## src/dfas_pkg.sv

```systemverilog
`timescale 1ns / 1ps
package dfas_pkg;
	localparam int ExpW = 11;
	localparam int FracW = 52;
	localparam int MantW = 53;
	localparam int SumW = 54;
	localparam logic [ExpW-1:0] ExpMax = 11'd2046;
	localparam logic [5:0] MaxShift = 6'd63;

	typedef enum logic {
		CMD_ADD = 1'b0,
		CMD_SUB = 1'b1
	} cmd_t;

	typedef struct packed {
		logic            sign;
		logic [ExpW-1:0] exp_l;
		logic [SumW-1:0] mag;
	} norm_in_t;

	function automatic logic [5:0] lzc54(input logic [SumW-1:0] v);
		logic [5:0] c;
		logic       hit;
		c = 6'd54;
		hit = 1'b0;
		for (int i = SumW - 1; i >= 0; i--) begin
			if (!hit && v[i]) begin
				c = 6'(SumW - 1 - i);
				hit = 1'b1;
			end
		end
		return c;
	endfunction
endpackage

```

## src/double_float_add_sub_truncating_unit.sv

```systemverilog
`timescale 1ns / 1ps
// Throughput: one item per cycle; the four-stage pipe (align, shift/add,
// leading-zero count, normalize) advances whenever the output is not stalled.
// Reset: arst_n asynchronous, clears all stage valid bits.
module double_float_add_sub_truncating_unit (
	input  logic        clk,
	input  logic        arst_n,
	input  logic        in_valid,
	output logic        in_stall,
	input  logic [63:0] operand_a,
	input  logic [63:0] operand_b,
	input  logic        command,
	output logic        out_valid,
	input  logic        out_stall,
	output logic [63:0] sum_bits,
	output logic        range_error
);
	import dfas_pkg::*;

	logic     en;
	logic     valid_s2;
	norm_in_t data_s2;

	assign en = !(out_valid && out_stall);
	assign in_stall = !en;

	dfas_align u_align (
		.clk(clk), .arst_n(arst_n), .en(en), .in_valid(in_valid),
		.operand_a(operand_a), .operand_b(operand_b), .command(command),
		.valid_s2(valid_s2), .data_s2(data_s2)
	);

	dfas_norm u_norm (
		.clk(clk), .arst_n(arst_n), .en(en), .valid_s2(valid_s2), .data_s2(data_s2),
		.valid_s4(out_valid), .sum_s4(sum_bits), .err_s4(range_error)
	);
endmodule

```

## src/dfas_align.sv

```systemverilog
`timescale 1ns / 1ps
module dfas_align (
	input  logic                 clk,
	input  logic                 arst_n,
	input  logic                 en,
	input  logic                 in_valid,
	input  logic [63:0]          operand_a,
	input  logic [63:0]          operand_b,
	input  logic                 command,
	output logic                 valid_s2,
	output dfas_pkg::norm_in_t   data_s2
);
	import dfas_pkg::*;

	logic            a_big;
	logic            sb;
	logic [ExpW-1:0] ea, eb;
	logic [MantW-1:0] ma, mb;
	logic [ExpW-1:0] gap_full;

	logic             valid_s1;
	logic             sl_s1, same_s1;
	logic [ExpW-1:0]  el_s1;
	logic [MantW-1:0] ml_s1, ms_s1;
	logic [5:0]       gap_s1;
	logic [MantW-1:0] ms_sh;

	always_comb begin
		sb = operand_b[63] ^ (cmd_t'(command) == CMD_SUB);
		ea = operand_a[62:52];
		eb = operand_b[62:52];
		ma = {ea != '0, operand_a[FracW-1:0]};
		mb = {eb != '0, operand_b[FracW-1:0]};
		a_big = (ea > eb) || ((ea == eb) && (ma > mb));
		gap_full = a_big ? ea - eb : eb - ea;
	end

	always_ff @(posedge clk or negedge arst_n) begin
		if (!arst_n) begin
			valid_s1 <= 1'b0;
		end else if (en) begin
			valid_s1 <= in_valid;
		end
	end

	always_ff @(posedge clk) begin
		if (en) begin
			sl_s1   <= a_big ? operand_a[63] : sb;
			same_s1 <= operand_a[63] == sb;
			el_s1   <= a_big ? ea : eb;
			ml_s1   <= a_big ? ma : mb;
			ms_s1   <= a_big ? mb : ma;
			gap_s1  <= (gap_full > ExpW'(MaxShift)) ? MaxShift : gap_full[5:0];
		end
	end

	assign ms_sh = ms_s1 >> gap_s1;

	always_ff @(posedge clk or negedge arst_n) begin
		if (!arst_n) begin
			valid_s2 <= 1'b0;
		end else if (en) begin
			valid_s2 <= valid_s1;
		end
	end

	always_ff @(posedge clk) begin
		if (en) begin
			data_s2.sign  <= sl_s1;
			data_s2.exp_l <= el_s1;
			data_s2.mag   <= same_s1 ? {1'b0, ml_s1} + {1'b0, ms_sh}
			                         : {1'b0, ml_s1} - {1'b0, ms_sh};
		end
	end
endmodule

```

## src/dfas_norm.sv

```systemverilog
`timescale 1ns / 1ps
module dfas_norm (
	input  logic               clk,
	input  logic               arst_n,
	input  logic               en,
	input  logic               valid_s2,
	input  dfas_pkg::norm_in_t data_s2,
	output logic               valid_s4,
	output logic [63:0]        sum_s4,
	output logic               err_s4
);
	import dfas_pkg::*;

	logic             valid_s3;
	norm_in_t         data_s3;
	logic [5:0]       lz_s3;
	logic signed [12:0] e;
	logic [SumW-1:0]  m_n;

	always_ff @(posedge clk or negedge arst_n) begin
		if (!arst_n) begin
			valid_s3 <= 1'b0;
			valid_s4 <= 1'b0;
		end else if (en) begin
			valid_s3 <= valid_s2;
			valid_s4 <= valid_s3;
		end
	end

	always_ff @(posedge clk) begin
		if (en) begin
			data_s3 <= data_s2;
			lz_s3   <= lzc54(data_s2.mag);
		end
	end

	// msb = 53 - lz, shift = 1 - lz
	always_comb begin
		e = $signed({2'b00, data_s3.exp_l}) + 13'sd1 - $signed({7'd0, lz_s3});
		m_n = data_s3.mag << lz_s3;
	end

	always_ff @(posedge clk) begin
		if (en) begin
			if (data_s3.mag == '0) begin
				sum_s4 <= '0;
				err_s4 <= 1'b0;
			end else if (e < 0 || e > $signed({2'b00, ExpMax})) begin
				sum_s4 <= '0;
				err_s4 <= 1'b1;
			end else begin
				sum_s4 <= {data_s3.sign, e[ExpW-1:0], m_n[SumW-2:SumW-1-FracW]};
				err_s4 <= 1'b0;
			end
		end
	end
endmodule

```

## config.mk

```make
export PLATFORM = sky130hd
export DESIGN_NAME = double_float_add_sub_truncating_unit
export DESIGN_NICKNAME = d
export VERILOG_FILES = /design/src/dfas_pkg.sv /design/src/double_float_add_sub_truncating_unit.sv /design/src/dfas_align.sv /design/src/dfas_norm.sv
export SDC_FILE = /design/constraint.sdc
export NUM_CORES = 1
export LEC_CHECK = 0
export BUFFER_PORTS_ARGS = -buffer_cell sky130_fd_sc_hd__buf_2
export CORE_MARGIN = 4
export CORE_UTILIZATION = 46
export CTS_CLUSTER_SIZE = 30
export DETAILED_ROUTE_END_ITERATION = 16
export PLACE_DENSITY = 0.66
export SETUP_SLACK_MARGIN = 0.2
export SKIP_CTS_REPAIR_TIMING = 1
export SLEW_MARGIN = 40
export SYNTH_ARGS = -nofsm -noshare
export SYNTH_HDL_FRONTEND = slang
export SYNTH_SLANG_ARGS = --single-unit
```

## constraint.sdc

```tcl
create_clock -name clk -period 8 [get_ports clk]
set_input_delay 0.8 -clock clk [delete_from_list [all_inputs] [get_ports clk]]
set_output_delay 0.8 -clock clk [all_outputs]
set_load 0.01 [all_outputs]
```

==> metrics.cfg <==
[setup_path]
path_buf_inv = 1
cpMaxStageDelayCell = mux4_2
cp.arrival_ns = 7.40
end_kind = flop
crit_required_ns = 8.30
path_max_fanout = 15
cpMostUsedCell = o21ai_0
slowest_delay_ns = 0.58
crit_family = compound AO/OA/AOI/OAI gates
worst-setup-path-type = reg2reg
worstSetupStartpointType = flop

[synth]
synth_nets = 2820
synth_top_area_share_pct = 39.0
syn_inst = 2537
yosysWarningCount = 0
synth_top_family_by_area = compound AO/OA/AOI/OAI gates
muxShareOfSynthArea_pct = 14.4
synth_edf_count = 328
syn-cell-area_mm2 = 0.0252
synth.distinct_cells = 82
ys_async_sr_fraction_pct = 1.20
synth_seq_cells = 332
synth_simple_gate_area_share_pct = 14.3
yosysSeqAreaShare_pct = 39.4
synth_xor_xnor_area_share_pct = 3.64
synth_ff_type = edfxtp_1
ys_top_cells_by_area = edfxtp_1, mux4_2, ha_1
synthAdderAreaFrac_pct = 7.55
avgSynthCellArea_um2 = 9.95
yosysTopAreaCell = edfxtp_1
synth_compound_area_share_pct = 16.3

[floorplan]
num_rows = 85
ioPinCount = 200
start_util_pct = 46.6
die_h_um = 242
dieArea_mm2 = 0.0587
die_x_um = 242
core_region_area_mm2 = 0.0541

[clock_tree]
cts_buffers = 37
clk_pin_slew_ns = 0.06
clkLatencyLatePin_ns = 0.57
clk_path_buf_depth = 3
clock_sinks = 332
root_buffer = clkbuf_16
cts_tree = done
htreeDepth = 2

[timing]
fin_crit_ns = 7.11
max_slew.worst_pin.slew_ns = 0.836
hold_violations = 0
setup_violations = 0
clock.fmax_mhz = 141
rsz0062_at_grt = no
skew_ns = 0.0352
slew_violations = 0
max_slew_margin_pct = 43.8
fin_crit_sh_pct = 88.9
final.setup.tns_ns = 0
hold_slack_ns = 0.0260

[detailed_routing]
vias = 20600
routed_wl_um = 74600
drt_first_pass_iters = 7
viasPerCell = 6.02
drc = 0
post_drt_wl_per_cell_um = 21.9
drt-initial-drc-count = 1939
postRouteAntennaNets = 0

[placement]
port_buffers = 199
placed_cells = 3342
place.gp.congestion = 0.983
placed_cell_area_mm2 = 0.0269
hpwl_um = 59400

[layout]
fin_cells = 3412
fin_area_mm2 = 0.0281
fillers = 4914
drive_gt1_share_pct = 18.1
nets = 2976
area_delta_synth_final_pct = 11.4
diodes = 0

[outcome]
status = complete, no violations

[flow_run]
cap_violations = 0

[grt]
grt_max_degree = 167
grt_usage_pct = 24.5
grt_pass1_wl_um = 114000
antenna_found_initial = 0
overflow = 0
grt_pass1_vias = 19800

[pwr]
power_density_mw_per_mm2 = 351
vdd_drop_max_v = 0.000226
p_leak_nw = 11.7

[hold_path]
hp-class = in2async

## registers in the layout, indices dropped and copies added (netlist names)
| register | count |
|---|---|
| u_align.ms_s1 | 53 |
| u_norm.lz_s3 | 6 |
| u_align.same_s1 | 1 |
| u_align.valid_s1 | 1 |
| u_norm.sum_s4 | 64 |
| u_align.data_s2 | 66 |
| u_norm.valid_s4 | 1 |
| u_align.sl_s1 | 1 |
| u_norm.valid_s3 | 1 |
| u_align.valid_s2 | 1 |
| u_align.gap_s1 | 6 |
| u_norm.data_s3 | 66 |
| u_norm.err_s4 | 1 |
| u_align.ml_s1 | 53 |
| u_align.el_s1 | 11 |
## synthesized netlist by cell type (all sizes together) (25+ instances only)
cell type,n
a211oi,31
a21o,52
a21oi,171
buf,41
clkbuf,94
edfxtp,328
ha,146
inv,130
mux2,37
mux2i,70
mux4,112
nand2,307
nand3,25
nand4,25
nor2,247
nor2b,26
nor3,51
nor4,31
o21ai,218
xnor2,54
xor2,51
## area by class of cell
class | count | area (µm²) | area share [%]
Timing Repair Buffer | 252 | 1460 | 5.20
Multi-Input combinational cell | 1936 | 14200 | 50.6
Inverter | 134 | 503 | 1.79
Sequential cell | 332 | 9950 | 35.4
Tap cell | 696 | 871 | 3.10
Clock buffer | 42 | 945 | 3.36
Clock inverter | 20 | 166 | 0.592
## cells in the final DEF, fill, tap and decap left out, types with 26 or more instances in the layout
cell / n
a21oi_1: 171
mux4_2: 112
nor2_1: 244
buf_4: 46
a211oi_1: 31
nand2_1: 305
xnor2_1: 54
edfxtp_1: 328
clkbuf_16: 37
buf_2: 199
mux2_2: 37
nor2b_1: 26
nor3_1: 50
o21ai_0: 210
a21o_1: 52
inv_1: 128
ha_1: 146
xor2_1: 51
mux2i_1: 70
nor4_1: 28
## worst paths after layout
check	start	end	slack [ns]	depth (start not counted)
max in group asynchronous	arst_n	u_align.valid_s2	7.85	1
min in group clk	u_align.data_s2[65]	u_norm.data_s3[65]	0.40	0
worst min register to register	u_align.data_s2[65]	u_norm.data_s3[65]	0.40	0
worst min-delay path	arst_n	u_norm.valid_s4	0.03	1
worst max-delay path	u_align.gap_s1[0]	u_align.data_s2[51]	0.89	25
worst max register to register	u_align.gap_s1[0]	u_align.data_s2[51]	0.89	25
## power by group
group,internal (mW),switching [mW],total [mW]
clock,0.887,0.689,1.58
sequential,2.90,0.551,3.45
combinational,1.98,2.87,4.85
## metal layers
metal	global-route usage, %	share of wire (%)
met5	0	0
met4	8.81	3.9
met3	2.99	5.1
met2	42.3	49
met1	31.9	42
## worst reg2reg max path: cells and delay by family (launching register included)
kind,cells,cell delay (ns)
compound gates,10,2.11
simple gates,8,2.01
mux,3,1.29
flops,1,0.50
fa+ha+maj,1,0.37
buf+inv,1,0.32
xor+xnor,2,0.24
## stage by stage
stage          util [%]  worst slack (ns)  power, mW
6_report           52.0             0.891       9.88
5_1_grt            52.0             0.282       10.5
4_1_cts            51.8             0.733       9.87
3_5_place_dp       49.7             0.785       8.27
3_3_place_gp       49.7             0.906       8.17
2_1_floorplan         -              1.72       6.87
## logic make-up (layout without fill, tap and decap cells)
logic type,Yosys count,count (layout)
AO/OA/AOI/OAI,664,664
XOR/XNOR,105,105
adder cells (fa/ha/maj),150,150
buffers and inverters,269,448
flip-flops,332,332
multiplexers,219,219
AND/OR/NAND/NOR,798,798
Power figures use the tool's default switching activity.
